$ cat src/rtl/slc_pkg.sv
// Shared types and constants for the sequential list engine.
package slc_pkg;

    // Request operation codes
    localparam logic [2:0] OP_APPEND  = 3'd0;
    localparam logic [2:0] OP_INSERT  = 3'd1;
    localparam logic [2:0] OP_RMV_VAL = 3'd2;
    localparam logic [2:0] OP_RMV_POS = 3'd3;
    localparam logic [2:0] OP_LOCATE  = 3'd4;
    localparam logic [2:0] OP_READ    = 3'd5;

    // Fixed field widths of the request and response words
    localparam int DATA_W = 32;
    localparam int POS_W  = 7;
    localparam int CNT_W  = 7;
    localparam int FPOS_W = 6;

    // Match scanner: cells examined per cycle and width of the in-group offset
    localparam int SCAN_GROUP = 8;
    localparam int SCAN_LW    = 3;

    typedef struct packed {
        logic [2:0]               op;
        logic signed [DATA_W-1:0] value;
        logic [POS_W-1:0]         position;
    } req_word_t;

    typedef struct packed {
        logic                     ok;
        logic [FPOS_W-1:0]        found_position;
        logic signed [DATA_W-1:0] read_value;
        logic [CNT_W-1:0]         item_count;
        logic                     is_empty;
        logic                     is_full;
    } rsp_word_t;

    // Broadcast control from the sequencer to every cell
    typedef struct packed {
        logic ins;
        logic del;
        logic cmp;
    } cell_ctl_t;

    // Status from the match scanner
    typedef struct packed {
        logic done;
        logic hit;
    } scan_stat_t;

endpackage

$ cat src/rtl/slc_cell.sv
// One list cell: holds one entry, shifts with its neighbors, flags a key match.
module slc_cell #(
    parameter int IDX = 0,
    parameter int VW  = 32,
    parameter int PW  = 7
) (
    input  logic              clk,
    input  logic              rst_n,
    input  slc_pkg::cell_ctl_t ctl,
    input  logic [PW-1:0]     tgt,
    input  logic [PW-1:0]     cnt,
    input  logic [VW-1:0]     new_word,
    input  logic [VW-1:0]     key,
    input  logic [VW-1:0]     prev_word,
    input  logic [VW-1:0]     next_word,
    output logic [VW-1:0]     word,
    output logic              match
);

    localparam logic [PW-1:0] ME  = PW'(IDX);
    localparam logic [PW-1:0] ME1 = PW'(IDX + 1);

    logic [VW-1:0] word_reg;
    logic [VW-1:0] word_next;
    logic          match_reg;
    logic          match_next;

    // Take the new word, the lower neighbor on insert, the upper one on delete
    always_comb
    begin
        word_next = word_reg;
        if (ctl.ins)
        begin
            if (ME == tgt)
                word_next = new_word;
            else if ((ME > tgt) && (ME <= cnt))
                word_next = prev_word;
        end
        else if (ctl.del)
        begin
            if ((ME >= tgt) && (ME1 < cnt))
                word_next = next_word;
        end
    end

    // Compare against the key only for live entries
    always_comb
    begin
        match_next = match_reg;
        if (ctl.cmp)
            match_next = (word_reg == key) && (ME < cnt);
    end

    always_ff @(posedge clk)
    begin
        word_reg <= word_next;
    end

    always_ff @(posedge clk or negedge rst_n)
    begin
        if (!rst_n)
            match_reg <= 1'b0;
        else
            match_reg <= match_next;
    end

    assign word  = word_reg;
    assign match = match_reg;

endmodule

$ cat config.mk
export PLATFORM = sky130hd
export DESIGN_NAME = slc_cell
export DESIGN_NICKNAME = d
export VERILOG_FILES = /design/src/rtl/slc_pkg.sv /design/src/rtl/slc_cell.sv
export SDC_FILE = /design/constraint.sdc
export NUM_CORES = 1
export LEC_CHECK = 0
export BUFFER_PORTS_ARGS = -buffer_cell sky130_fd_sc_hd__buf_2
export CAP_MARGIN = 20
export CORE_ASPECT_RATIO = 0.6
export CORE_MARGIN = 2
export CORE_UTILIZATION = 41
export CTS_BUF_LIST = sky130_fd_sc_hd__clkbuf_16
export DETAILED_ROUTE_END_ITERATION = 8
export PLACE_DENSITY_LB_ADDON = 0.12
export SYNTH_ARGS = -nofsm -noshare
export SYNTH_HDL_FRONTEND = slang
export SYNTH_SLANG_ARGS = --single-unit
$ cat constraint.sdc
create_clock -name clk -period 2.7 [get_ports clk]
set_clock_uncertainty 0.1 [all_clocks]
set_input_delay 0.81 -clock clk [delete_from_list [all_inputs] [get_ports clk]]
set_output_delay 0.81 -clock clk [all_outputs]
set_load 0.005 [all_outputs]
---- Word level (Yosys, flattened, before mapping) ----
Index checks and enable logic that the tools add are counted.
word-level totals
  register bits ........................... 33
  word-level logic and storage cells ...... 21
operators by class
  order comparisons ....................... 5
  equality and inequality tests ........... 2
  multiplexer cells ....................... 5
  reductions and logical operators ........ 7
operators with widths
  kind                                                               count
  2-to-1 mux 32 bit                                                  5
  equality test 32 bit                                               1
  < comparator 1 x 7 -> 1 bit (first input constant)                 2
  greater-or-equal comparator 1 x 7 -> 1 bit (first input constant)  1
  > comparator 1 x 7 -> 1 bit (first input constant)                 1
  <= comparator 1 x 7 -> 1 bit (first input constant)                1
  logical NOT 7 bit                                                  1
  nonzero test 2 bit                                                 2
  logical AND 1 bit                                                  3
  != test 3 x 1 -> 1 bit (second input constant)                     1
  AND reduction 3 bit                                                1

---- Depth between registers and ports, before layout ----
  depth after elaboration ................. 5
  gate-level depth with buffers ........... 5

---- Worst setup path before layout ----
Ideal clock, no wire load.
  path kind ............................... input to register
  from .................................... input tgt[5]
  to ...................................... register word_reg[0] (netlist: word[0]) (enable)
  library setup time ...................... 421 ps
  arrival time ............................ 2806 ps
  required time ........................... 2179 ps
  slack ................................... -627 ps
  stages on the path ...................... 4
  buffers on the path ..................... 1
  path through ............................ nor4_2 > nand2_2 > buf_6 > nor2_1
on the way
  word-level cells in the longest chain between the ends .. 4
ends and longest elaborated chain
  element                                                                                           line                            text
  from (decl)                                                                                       slc_cell.sv:10                  input logic [PW-1:0] tgt,
  > comparator 1 x 7 -> 1 bit / greater-or-equal comparator 1 x 7 -> 1 bit (equally long branches)  slc_cell.sv:36, slc_cell.sv:41
  logical AND 1 bit, on equally long branches                                                       slc_cell.sv:36, slc_cell.sv:41
  != test 3 x 1 -> 1 bit (no line) / nonzero test 2 bit (equally long branches)                     -
  AND reduction 3 bit (no line) *                                                                   -
  to (signal assigned)                                                                              slc_cell.sv:56                  word_reg <= word_next;
  to (decl)                                                                                         slc_cell.sv:23                  logic [VW-1:0] word_reg;
Mark *: on every way between the ends. The rest lies on a longest branch, timed or not.
A chain may end at the register's enable or synchronous reset.

---- Worst setup path after layout ----
  from .................................... input tgt[5]
  to ...................................... register word_reg[22] (netlist: word[22]) (enable)
Same word-level chain as after synthesis.

==> key figures <==
Cells and area
  – Largest register FFs: 32
  – Layout Nets: approximately 520
  – # diodes: 0
  – Layout cells sized above 1: 51.1%
  – P&R area growth vs syn: 54.2%
  – Final core occ: 67.4%
  – Finished Cell Area: between 3000 and 4000 µm²

Timing
  – Final Worst Setup Slack: 730 ps
  – Final Hold Viols: 0
  – Max Fclk: between 0.5 and 0.6 GHz
  – Max-slew violations: 0
  – Max-slew headroom: 66.5%
  – Final min period: 1970 ps
  – Least-Margin Pin Slew: roughly 500 ps
  – Unrepaired setup endpoints after global routing: no
  – Sum Neg Setup Slack: 0 ps
  – Final setup fails: 0
  – Final period util: 73.0%

Route
  – Remaining DRCs: 0
  – Antenna-violating nets left: 0
  – Drt pass-1 iters: 4
  – Total number of vias: 2126
  – Vias/cell: just under 5
  – Wirelength per Cell: 13.5 µm
  – Initial DRC Count: 53
  – Final WL: roughly 6.0 mm

CTS
  – Hold_buf cts: 0
  – CTS tree: yes
  – Clk buf depth: 2
  – Htree depth: 2
  – CTS Buf Count: 5
  – Post-CTS Setup Inserts: 0
  – Worst-skew pair later-pin latency: 270 ps
  – Post-cts sizing count: 0
  – Clk sinks: 33
  – Clock slew at reported path FFs: 50 ps
  – Root Buffer: clkbuf_16

GRT
  – Overall Global Routing Usage: between 20% and 30%
  – GRT overflow: 0
  – Largest net degree at the start of global routing: 31
  – Vias in the first global route: 2030
  – First-pass GRT wire length: approximately 9 mm
  – Initial antenna violation count: 0

Yosys
  – Mapped Nets: around 340
  – Synth Area in Compound Gates: 9.79%
  – Synthesized area: 2060 µm²
  – Syn avg cell area: 10.6 µm²
  – Simple-Gate Fraction of Synth Area: 10.8%
  – XOR/XNOR share of the synthesized area: between 10% and 20%
  – Yosys cell types: 22
  – Mux share of post-synthesis cell area: 15.6%
  – Main combinational cell family by area after synthesis: multiplexers
  – Gate Count Post-Synth: 195
  – Number of warnings issued by yosys: 0
  – Number of synthesized register bits: 33
  – Post-Synth Adder-Cell Area: 0%
  – Sequential area share after synthesis: between 40% and 50%

Worst setup path
  – Buf/Inv on CP: 2
  – Critical path start-end classification: input pin to flip-flop
  – R2R cell count: 5
  – FF-to-FF End: match$_DFFE_PN0P_
  – Worst Setup End Kind: flip-flop
  – R2r startpoint: word[24]$_DFFE_PP_
  – Critical Path Fanout Max: 25
  – Critical path arrival: 1840 ps
  – Worst EP required: 2570 ps
  – Largest stage delay, worst path: 280 ps
  – Reg2reg setup slack: roughly 1100 ps
  – CP delay by family, top: simple AND/OR/NAND/NOR gates
  – Critical Path Source Type: input pin
  – Critical-path cell list: buf_2 > nor4_2 > nand2_2 > nor2_4 > buf_12
  – Slowest CP cell: nor4_2

Power
  – Pwr Total: between 0.001 and 0.0015 W
  – Power per Cell Area: 407 nW/µm²
  – Switching power share of the total: around a fifth
  – Maximum VDD drop: 0.235 mV
  – Leak: ~1.7 nW
  – Sw Pwr: ~0.00027 W
  – Sequential share of power: about 44%
  – Int Power: 0.00102 W
  – Comb pwr share: 16.0%
  – Clock network power share: 39.9%

Run
  – Max cap viols: 0

Floorplanning
  – Std cell rows: 19
  – Die width: 95.5 µm
  – Initial core utilization: 43.7%
  – Core Box Area: roughly 4700 µm²
  – I/O pins: between 150 and 200
  – Die Ht: 58.9 µm
  – Die area: 5620 µm²

Status
  – Status: completed

Worst hold path
  – Min-Delay Path Class: input pin to async pin

Placed design
  – Gpl congestion: 0.747
  – Setup WS pre-CTS: roughly 450 ps
  – IO Port Bufs: roughly 180
  – Placed cell areas: 3040 µm²
  – DPL Wire Length: 4.94 mm
==> power groups by stage <==
stage | registers [W] | logic [W] | clock network (W)
global placement | 0.000581 | 0.000202 | 0
CTS | 0.000571 | 0.000208 | 0.000525
global route | 0.000571 | 0.000232 | 0.000547
detailed placement | 0.000581 | 0.000208 | 0
floorplan | 0.000581 | 0.0000827 | 0
finish | 0.000571 | 0.000207 | 0.000515
==> cell usage after synthesis, drive strengths merged <==
library cell / count / share of area [%]
nor2: 34 / 6.2
a21oi: 33 / 8.0
edfxtp: 32 / 47
mux2i: 32 / 16
xnor2: 16 / 6.8
xor2: 13 / 5.5
nor4: 6 / 2.1
buf: 5 / 2.0
clkbuf: 5 / 0.91
inv: 4 / 0.73
nand4: 4 / 1.2
nand2: 2 / 0.49
nor3: 2 / 0.49
o22ai: 2 / 0.61
a222oi: 1 / 0.49
dfrtp: 1 / 1.2
nand3: 1 / 0.24
o2111ai: 1 / 0.43
o21ai: 1 / 0.24
==> worst max path at each step <==
| stage | from | end | slack [ps] | cells past startpoint |
|---|---|---|---|---|
| 2_1_floorplan | ctl[2] | word[0]$_DFFE_PP_ | 240 | 4 |
| 3_3_place_gp | tgt[5] | word[9]$_DFFE_PP_ | 450 | 5 |
| 3_5_place_dp | tgt[5] | word[20]$_DFFE_PP_ | 450 | 5 |
| 4_1_cts | tgt[5] | word[22]$_DFFE_PP_ | 720 | 5 |
| 5_1_grt | tgt[5] | word[12]$_DFFE_PP_ | 630 | 5 |
| 6_report | tgt[5] | word[22]$_DFFE_PP_ | 730 | 5 |
==> cells by family (layout without fill, tap and decap cells) <==
family / Yosys count / count (layout)
AO/OA/AOI/OAI: 38 / 38
XOR/XNOR: 29 / 29
buffers and inverters: 14 / 197
flip-flops: 33 / 33
multiplexers: 32 / 32
AND/OR/NAND/NOR: 49 / 49
==> metal layers <==
layer / track usage, % / part of all wire (%) / routed length, µm / up-vias
li1: - / - / - / 1078
met1: 25.1 / 41 / 2450 / 961
met2: 38.2 / 50 / 3010 / 85
met3: 4.74 / 8.0 / 476 / 2
met4: 5.31 / 0.62 / 37 / 0
met5: 0 / 0 / 0 / -
==> layout make-up <==
class	instances	area, µm²
Clock buffer	5	125
Clock inverter	3	11.3
Fill cell	426	1530
Inverter	4	15.0
Multi-Input combinational cell	148	1000
Sequential cell	33	986
Tap cell	63	78.8
Timing Repair Buffer	185	953
==> stage by stage <==
step,instances,hold WS [ps]
after floorplan,195,414
after global placement,433,436
after detailed placement,433,444
after CTS,441,201
after global routing,441,200
final,441,203
==> placed cells by master, fill, tap and decap left out, drive strengths merged <==
cell,synthesis,layout
a21oi,33,33
buf,5,185
dfrtp,1,1
inv,4,7
nand2,2,2
o2111ai,1,1
nor3,2,2
o22ai,2,2
nand3,1,1
nor4,6,6
nand4,4,4
mux2i,32,32
a222oi,1,1
o21ai,1,1
clkbuf,5,5
nor2,34,34
edfxtp,32,32
xor2,13,13
xnor2,16,16
Power figures use the tool's default switching activity.
