[src/rtl/slc_pkg.sv]
// Shared types and constants for the sequential list engine.
package slc_pkg;

    // Request operation codes
    localparam logic [2:0] OP_APPEND  = 3'd0;
    localparam logic [2:0] OP_INSERT  = 3'd1;
    localparam logic [2:0] OP_RMV_VAL = 3'd2;
    localparam logic [2:0] OP_RMV_POS = 3'd3;
    localparam logic [2:0] OP_LOCATE  = 3'd4;
    localparam logic [2:0] OP_READ    = 3'd5;

    // Fixed field widths of the request and response words
    localparam int DATA_W = 32;
    localparam int POS_W  = 7;
    localparam int CNT_W  = 7;
    localparam int FPOS_W = 6;

    // Match scanner: cells examined per cycle and width of the in-group offset
    localparam int SCAN_GROUP = 8;
    localparam int SCAN_LW    = 3;

    typedef struct packed {
        logic [2:0]               op;
        logic signed [DATA_W-1:0] value;
        logic [POS_W-1:0]         position;
    } req_word_t;

    typedef struct packed {
        logic                     ok;
        logic [FPOS_W-1:0]        found_position;
        logic signed [DATA_W-1:0] read_value;
        logic [CNT_W-1:0]         item_count;
        logic                     is_empty;
        logic                     is_full;
    } rsp_word_t;

    // Broadcast control from the sequencer to every cell
    typedef struct packed {
        logic ins;
        logic del;
        logic cmp;
    } cell_ctl_t;

    // Status from the match scanner
    typedef struct packed {
        logic done;
        logic hit;
    } scan_stat_t;

endpackage

[src/rtl/slc_scan.sv]
// Priority scanner: walks the cell match flags one group per cycle.
module slc_scan #(
    parameter int CAPACITY = 64,
    parameter int PW       = 7
) (
    input  logic                clk,
    input  logic                rst_n,
    input  logic                start,
    input  logic [CAPACITY-1:0] match,
    output slc_pkg::scan_stat_t stat,
    output logic [PW-1:0]       idx
);

    import slc_pkg::*;

    localparam int G  = SCAN_GROUP;
    localparam int NG = (CAPACITY + G - 1) / G;
    localparam int GW = (NG > 1) ? $clog2(NG) : 1;

    logic [NG*G-1:0]    padded;
    logic [G-1:0]       grp;
    logic [SCAN_LW-1:0] lo;
    logic               any;
    logic               last;
    logic               busy_reg;
    logic               busy_next;
    logic [GW-1:0]      gidx_reg;
    logic [GW-1:0]      gidx_next;

    assign padded = (NG*G)'(match);
    assign grp    = padded[gidx_reg*G +: G];
    assign last   = (gidx_reg == GW'(NG - 1));

    // Lowest set flag in the current group
    always_comb
    begin
        lo  = '0;
        any = 1'b0;
        for (int k = G - 1; k >= 0; k--)
        begin
            if (grp[k])
            begin
                lo  = SCAN_LW'(k);
                any = 1'b1;
            end
        end
    end

    // Advance one group until a hit or the end of the row
    always_comb
    begin
        busy_next = busy_reg;
        gidx_next = gidx_reg;
        if (start)
        begin
            busy_next = 1'b1;
            gidx_next = '0;
        end
        else if (busy_reg)
        begin
            if (any || last)
                busy_next = 1'b0;
            else
                gidx_next = gidx_reg + 1'b1;
        end
    end

    always_ff @(posedge clk or negedge rst_n)
    begin
        if (!rst_n)
        begin
            busy_reg <= 1'b0;
            gidx_reg <= '0;
        end
        else
        begin
            busy_reg <= busy_next;
            gidx_reg <= gidx_next;
        end
    end

    assign stat.done = busy_reg && (any || last);
    assign stat.hit  = busy_reg && any;
    assign idx       = PW'({gidx_reg, lo});

endmodule

[config.mk]
export PLATFORM = sky130hd
export DESIGN_NAME = slc_scan
export DESIGN_NICKNAME = d
export VERILOG_FILES = /design/src/rtl/slc_pkg.sv /design/src/rtl/slc_scan.sv
export SDC_FILE = /design/constraint.sdc
export NUM_CORES = 1
export LEC_CHECK = 0
export BUFFER_PORTS_ARGS = -buffer_cell sky130_fd_sc_hd__buf_2
export CORE_MARGIN = 5
export CORE_UTILIZATION = 32
export CTS_CLUSTER_SIZE = 30
export DETAILED_ROUTE_END_ITERATION = 8
export PLACE_DENSITY_LB_ADDON = 0.12
export SLEW_MARGIN = 10
export SYNTH_ARGS = -nofsm -noshare
export SYNTH_HDL_FRONTEND = slang
export SYNTH_SLANG_ARGS = --single-unit
[constraint.sdc]
create_clock -name clk -period 4.5 [get_ports clk]
set_input_delay 0.9 -clock clk [delete_from_list [all_inputs] [get_ports clk]]
set_output_delay 0.9 -clock clk [all_outputs]
set_load 0.02 [all_outputs]
# --- Yosys cells after proc, flatten, opt, wreduce, memory -nomap -nowiden ---
# Cells that the tools add are included.
# Widths: inputs -> output; s select.
op_classes:
  add_sub_neg: 1
  n_eq_ne: 2
  n_shift: 1
  mux: 22
  n_reduce_logical: 5
op_table:
  columns: ["op", "n"]
  rows:
  - ["$shiftx 64x7->8", 1]
  - ["$mux 3", 11]
  - ["$mux 1", 11]
  - ["$add 3x1->3 const B", 1]
  - ["$eq 3x3->1 const B", 1]
  - ["$logic_and 1x1->1", 2]
  - ["$ne 2x2->1 const B", 1]
  - ["$reduce_and 2->1", 1]
  - ["$reduce_bool 2->1", 1]
  - ["$logic_or 1x1->1", 1]
totals:
  register_bits: 4
  input_bits: 67
  output_inout_bits: 9
  elab_cells: 33

# --- Longest topological paths before layout ---
# Gate-level depths: netlist (run 1).
logic_depth:
  depth_word: 13
  depth_mapped: 8
  depth_no_buf: 6

# --- Least setup slack after synthesis (run 1) ---
# OpenSTA, ideal clock, no wires.
synth_path:
  kind: "input -> output"
  startpoint: "input match[46]"
  endpoint: "output idx[0]"
  arrival_time_ns: 2.248
  t_required_ns: 3.600
  setup_slack_ns: 1.352
  path_stages: 6
  path_buffers: 0
  cell_sequence: "mux4_2 mux2i_4 nor2b_1 o21a_1 a31oi_1 o221ai_1"
synth_via:
  elab_chain_len: 8
synth_rtl:
  columns: ["item", "line_no", "rtl"]
  rows:
  - ["from (decl)", "slc_scan.sv:9", "input logic [CAPACITY-1:0] match,"]
  - ["$shiftx 64x7->8", "slc_scan.sv:31", "assign grp = padded[gidx_reg*G +: G];"]
  - ["$mux 3 (7 in series)", "slc_scan.sv:41", "if (grp[k])"]
  - ["to (decl)", "slc_scan.sv:11", "output logic [PW-1:0] idx"]
# Every way passes these cells.

# --- Worst setup path in the final report (run 1) ---
layout_path:
  startpoint: "register gidx_reg[0]"
  endpoint: "output idx[0]"
layout_via:
  elab_chain_len: 9
layout_rtl:
  columns: ["item", "line_no", "rtl"]
  rows:
  - ["from (decl)", "slc_scan.sv:27", "logic [GW-1:0] gidx_reg;"]
  - ["from (signal assigned)", "slc_scan.sv:78", "gidx_reg <= gidx_next;"]
  - ["$shiftx 64x7->8 *", "slc_scan.sv:31", null]
  - ["$mux 3 (7 in series)", "slc_scan.sv:41", null]
  - ["$mux 3 *", "slc_scan.sv:41", null]
# Mark *: on every way between the ends. The rest lies on a longest branch, timed or not.

==> impl_metrics.json, run 1 <==
{
  "synth.most_common_cell": "mux2i_1",
  "synth_xor_area_share_pct": 0,
  "antenna_cells": 0,
  "irDropWorstVdd_mv": 0.172,
  "yosys.area_share.adder_pct": 2.43,
  "ant_nets": 0,
  "drtIter0Drc": 28,
  "grt_max_degree": 46,
  "status": "completed",
  "fp.dieH_um": 66.8,
  "post-route-period-util_pct": 77.8,
  "slew_violations": 0,
  "wl_mm": 3.27,
  "drc_errors": 0,
  "num_vias": 1209,
  "ys.flop_type": "dfrtp_1",
  "wl_per_cell_um": 13.8,
  "crit_fanout": 21,
  "crit_path_end_kind": "output pin",
  "cts_setup_buffers": 0,
  "syn-num-nets": 193,
  "yosys_warnings": 0,
  "synthCells": 124,
  "fin_crit_ns": 3.50,
  "core_area_mm2": 0.00308,
  "crit_type": "reg2out",
  "dp.cells": 233,
  "hold_viol_final": 0,
  "max_freq_mhz": 286,
  "yosysTopAreaCell": "mux2i_1",
  "arrival_ns": 2.60,
  "cp_slowest_cell": "dfrtp_1",
  "cts_hold_buf": 0,
  "postLayoutSetupSlackWorst_ns": 0.998,
  "start_util_pct": 33.5,
  "hold_path_class": "in2async",
  "synth_edf_count": 0,
  "r2r_cells": 6,
  "seq_power_share_pct": 23.8,
  "synth_top_area_share_pct": 18.4,
  "fin_nets": 263,
  "syn2layout_area_growth_pct": 38.3,
  "die_w_um": 66.8,
  "synth_top_cells_by_count": "mux2i_1, nand2_1, nand3_1",
  "overflow": 0,
  "switchingPower_mw": 0.0481,
  "cp.required_ns": 3.60,
  "cp.depth": 7,
  "grt.total_usage_pct": 14.2,
  "clkSlewWorstSetupHoldPaths_ns": 0.05,
  "maxCapViolations": 0,
  "ys_seq_area_share_pct": 9.71,
  "ios": 76,
  "row_count": 20,
  "power_mw": 0.156,
  "synth_top_family_by_area": "multiplexers",
  "largest_reg_flops": 3,
  "p_int_mw": 0.108,
  "synth.avg_cell_area_um2": 8.31,
  "yosys.area_share.simple_pct": 30.2,
  "io_buffers": 74,
  "grt_pass1_wl_mm": 4.99,
  "final-setup-viol-count": 0,
  "drt_pass1_iterations": 4,
  "tritoncts": "built",
  "cellLeakagePower_nw": 0.610,
  "synth_cell_types": 41,
  "hpwl_mm": 2.77,
  "cts.root.buffer_cell": "clkbuf_4",
  "antenna_found_initial": 0,
  "synthTopCellsByArea": "mux2i_1, mux4_2, dfrtp_1, nand3_1, mux2i_4",
  "synth_compound_area_share_pct": 16.1,
  "finClkSkew_ns": 0.0106,
  "combPwrFrac_pct": 44.3,
  "fin_cells": 237,
  "clockPowerShare_pct": 31.9,
  "critPathMaxStageDelay_ns": 0.81,
  "path_buf_inv": 1,
  "netlist_area_mm2": 0.00103,
  "fin_setup_tns_ns": 0,
  "cts.sinks": 4,
  "synth.area.mux_share_pct": 34.8,
  "rsz0062_at_grt": "false",
  "timing.slew.headroom_pct": 40.3,
  "fin_util_pct": 46.3,
  "tightest_slew_ns": 0.895,
  "r2r-end": "gidx_reg[0]$_DFFE_PN0P_",
  "insertion_delay_ns": 0.24,
  "path_cells": "mux4_2, mux2i_4, nor2b_1, o21a_1, a31oi_1, o221ai_1, buf_2",
  "crit_path_start_kind": "flip-flop",
  "h-tree-depth": 1,
  "synth_seq_cells": 4,
  "netSwitchingFraction_pct": 30.8,
  "place_congestion": 0.778,
  "path_delay_family": "multiplexers",
  "pre_cts_ws_ns": 1.18,
  "cts_buffers": 3,
  "ff2ff_setup_slack_ns": 1.85,
  "grt_pass1_vias": 1193,
  "cts_resized": 0,
  "power_density_mw_per_mm2": 109,
  "synth-async-reset-ratio_pct": 100,
  "dieArea_mm2": 0.00446,
  "r2r_start": "gidx_reg[2]$_DFFE_PN0P_",
  "vias_per_cell": 5.10,
  "clockBufferDepth": 2,
  "layout-drive-gt1-share_pct": 46.1
}
-- logic make-up after synthesis --
family | count (synthesis)
adders and majority gates | 2
and+or+nand+nor | 54
DFF | 4
other | 1
muxes | 27
AOI/OAI and AO/OA | 25
buffers and inverters | 11
-- stage by stage --
| step | hold WS [ns] | area (µm²) |
|---|---|---|
| global route | 0.434 | 1430 |
| detailed placement | 0.678 | 1400 |
| floorplan | 0.604 | 1030 |
| global placement | 0.646 | 1400 |
| CTS | 0.453 | 1430 |
| finish | 0.457 | 1430 |
-- per-layer routing --
metal	vias up	routed length [µm]	share of wire [%]	global-route usage, %
met1	535	1400	43	17.9
met4	0	17	0.52	2.28
met2	59	1520	46	24.6
met5	-	0	0	0
li1	613	-	-	-
met3	2	336	10	3.37
-- cell type report --
class	count	area, µm²
fill	337	1650
multi-input combinational	109	866
timing repair buffer	74	370
sequential	4	101
tap	44	55.1
clock buffer	4	26.3
inverter	2	7.51
-- worst max path at each step --
stage	from	end	slack (ns)
after floorplan	match[46]	idx[0]	1.35
after global placement	match[46]	idx[0]	1.17
after detailed placement	match[47]	idx[0]	1.18
after CTS	gidx_reg[0]$_DFFE_PN0P_	idx[0]	0.97
after global routing	gidx_reg[2]$_DFFE_PN0P_	stat[1]	0.78
final	gidx_reg[0]$_DFFE_PN0P_	idx[0]	1.0
-- cells in the final DEF, fill, tap and decap left out, types with 3 or more instances in the layout --
| master | instances |
|---|---|
| a21oi_1 | 5 |
| buf_2 | 74 |
| clkbuf_4 | 3 |
| dfrtp_1 | 3 |
| mux2i_1 | 19 |
| mux4_2 | 5 |
| nand2_1 | 9 |
| nand2b_1 | 6 |
| nand3_1 | 9 |
| nand4_1 | 4 |
| nor2_1 | 5 |
| nor2b_1 | 3 |
| nor3_1 | 7 |
| nor3b_1 | 3 |
| o21ai_0 | 5 |
-- power groups by stage --
stage	logic [mW]	clock network [mW]	registers, mW
6_report	0.0691	0.0497	0.0371
5_1_grt	0.0762	0.0586	0.0371
4_1_cts	0.0698	0.0514	0.0371
3_5_place_dp	0.0695	0	0.0376
3_3_place_gp	0.0674	0	0.0376
2_1_floorplan	0.0315	0	0.0375
No activity file was read; power rests on OpenSTA's default activity.
==> run 2, diff against run 1 <==
--- a/config.mk
+++ b/config.mk
@@ -5,6 +5,7 @@
 export SDC_FILE = /design/constraint.sdc
 export NUM_CORES = 1
 export LEC_CHECK = 0
+export ABC_AREA = 1
 export BUFFER_PORTS_ARGS = -buffer_cell sky130_fd_sc_hd__buf_2
 export CORE_MARGIN = 5
 export CORE_UTILIZATION = 32
==> constraint.sdc (replaced) <==
create_clock -name clk -period 3.7 [get_ports clk]
set_input_delay 0.74 -clock clk [delete_from_list [all_inputs] [get_ports clk]]
set_output_delay 0.74 -clock clk [all_outputs]
set_load 0.02 [all_outputs]
==> impl_metrics.json, run 2 <==
{
  "status": "completed",
  "fin_crit_ns": 3.09,
  "synthCells": 235,
  "dieArea_mm2": 0.00495,
  "largest_reg_flops": 3,
  "synth_seq_cells": 4,
  "drtIter0Drc": 59,
  "ant_nets": 0,
  "dp.cells": 347,
  "synth-async-reset-ratio_pct": 100,
  "overflow": 0,
  "critPathMaxStageDelay_ns": 0.83,
  "most-common-layout-cells": "nand2_1, buf_2, inv_1, nand3_1, nor2_1",
  "irDropWorstVdd_mv": 0.239,
  "max_freq_mhz": 324,
  "wl_per_cell_um": 9.73,
  "synth_top_cells_by_count": "nand2_1, inv_1, nand3_1",
  "die_w_um": 70.4,
  "syn2layout_area_growth_pct": 32.0,
  "seq_area_um2": 100,
  "synth.avg_cell_area_um2": 4.96,
  "antenna_found_initial": 0,
  "synth.most_common_cell": "nand2_1",
  "cp.required_ns": 2.96,
  "wl_mm": 3.41,
  "maxCapViolations": 0,
  "grt_pass1_wl_mm": 5.87,
  "syn-num-nets": 304,
  "vias_per_cell": 4.31,
  "yosysTopAreaCell": "nand2_1",
  "layout.cells.most_common": "nand2_1",
  "netlist_area_mm2": 0.00117,
  "drc_errors": 0,
  "combPwrFrac_pct": 61.1,
  "cp_slowest_cell": "dfrtp_1",
  "finClkSkew_ns": 0.000799,
  "p_int_mw": 0.210,
  "grt_pass1_vias": 1387,
  "arrival_ns": 2.35,
  "core_area_mm2": 0.00361,
  "grt.total_usage_pct": 13.9,
  "netSwitchingFraction_pct": 45.2,
  "synthTopCellsByArea": "nand2_1, nand3_1, inv_1, dfrtp_1, buf_6",
  "path_cells": "buf_4, nand2_1, nand3_1, nand3_1, nand2_1, nand2_1, nor2_4, nand3_2, nand2_1, inv_1, buf_2",
  "hold_path_class": "in2async",
  "switchingPower_mw": 0.173,
  "start_util_pct": 32.3,
  "fin_setup_tns_ns": 0,
  "post-route-period-util_pct": 83.5,
  "layout-drive-gt1-share_pct": 30.1,
  "insertion_delay_ns": 0.21,
  "power_density_mw_per_mm2": 249,
  "antenna_cells": 0,
  "fp.dieH_um": 70.4,
  "clockPowerShare_pct": 23.5,
  "ys_seq_area_share_pct": 8.58,
  "crit_type": "reg2out",
  "row_count": 22,
  "tritoncts": "built",
  "final-setup-viol-count": 0,
  "crit_path_end_kind": "output pin",
  "h-tree-depth": 1,
  "clkSlewWorstSetupHoldPaths_ns": 0.03,
  "yosys_warnings": 0,
  "drt_pass1_iterations": 5,
  "multi_input_area_um2": 752,
  "synth_cell_types": 21,
  "seq_power_share_pct": 15.4,
  "cts_buffers": 3,
  "tightest_slew_ns": 0.767,
  "num_vias": 1508,
  "fin_nets": 373,
  "cellLeakagePower_nw": 1.05,
  "grt_max_degree": 32,
  "synth_edf_count": 0,
  "fin_cells": 350,
  "cts_hold_buf": 0,
  "slew_violations": 0,
  "crit_fanout": 22,
  "rsz0062_at_grt": "false",
  "ios": 76,
  "clockBufferDepth": 2,
  "io_buffers": 74,
  "cts_setup_buffers": 0,
  "synth_top_area_share_pct": 31.5,
  "place_congestion": 0.769,
  "fin_util_pct": 42.7,
  "path_delay_family": "flip-flops",
  "timing.slew.headroom_pct": 48.8,
  "crit_path_start_kind": "flip-flop",
  "ys.flop_type": "dfrtp_1",
  "path_buf_inv": 3,
  "hpwl_mm": 2.70,
  "cts.sinks": 4,
  "path_common_cell": "nand2_1",
  "nFillCells": 438,
  "cts_resized": 0,
  "cts.root.buffer_cell": "clkbuf_8",
  "hold_viol_final": 0
}
-- run 2: changes by cell type after synthesis, moves of 5 or more --
cell      change
nand2b_1      -6
buf_6         +5
nand3_1      +35
nor3_1        -6
inv_1        +47
mux2i_1      -19
o21ai_0       -5
nand2_1      +89
mux4_2        -5
-- run 2: worst paths after layout --
check                                   startpoint                      end  slack [ns]  cells past startpoint
setup / recovery           gidx_reg[0]$_DFFE_PN0P_                  stat[1]        0.61                     11
hold / removal                               rst_n       busy_reg$_DFF_PN0_        0.32                      1
setup reg to reg           gidx_reg[0]$_DFFE_PN0P_  gidx_reg[2]$_DFFE_PN0P_        1.49                     10
hold reg to reg                 busy_reg$_DFF_PN0_       busy_reg$_DFF_PN0_        0.64                      2
max in group asynchronous                    rst_n  gidx_reg[0]$_DFFE_PN0P_        3.26                      1
min in group clk                busy_reg$_DFF_PN0_       busy_reg$_DFF_PN0_        0.64                      2
-- run 2: per-layer routing --
layer  vias to the layer above  share of wire, %  global-route usage [%]
li1                        830                 -                       -
met1                       631                46                    18.6
met2                        45                46                    22.6
met3                         2               8.2                    3.02
met4                         0              0.18                    3.19
met5                         -                 0                       0
-- run 2: power by group through the flow --
| stage | combinational (mW) | sequential (mW) | clock (mW) |
|---|---|---|---|
| 2_1_floorplan | 0.186 | 0.0543 | 0 |
| 3_3_place_gp | 0.237 | 0.0591 | 0 |
| 3_5_place_dp | 0.236 | 0.0595 | 0 |
| 4_1_cts | 0.238 | 0.0591 | 0.0937 |
| 5_1_grt | 0.271 | 0.0608 | 0.0963 |
| 6_report | 0.234 | 0.0588 | 0.0901 |
-- run 2: final cells by class --
| type | instances | share of cell area, % |
|---|---|---|
| Timing Repair Buffer | 76 | 25.0 |
| Multi-Input combinational cell | 167 | 48.9 |
| Tap cell | 48 | 3.90 |
| Clock buffer | 3 | 2.68 |
| Sequential cell | 4 | 6.50 |
| Inverter | 52 | 13.0 |
-- run 2: cells by family after synthesis --
family                     count (synthesis)  share of synthesized area (%)
buffers and inverters                     64                           26.9
DFF                                        4                           8.58
other                                      1                          0.322
AOI/OAI and AO/OA                          4                           2.04
adders and majority gates                  2                           2.15
and+or+nand+nor                          160                           60.0
-- run 2: through the flow --
stage                     hold slack (ns)  total power, mW  setup slack, ns  area (µm²)
after CTS                           0.321            0.391            0.567        1540
after floorplan                     0.444            0.241             1.26        1170
after global routing                0.325            0.428            0.369        1540
after global placement              0.551            0.296            0.844        1500
after detailed placement            0.549            0.296            0.809        1500
final                               0.324            0.383            0.611        1540
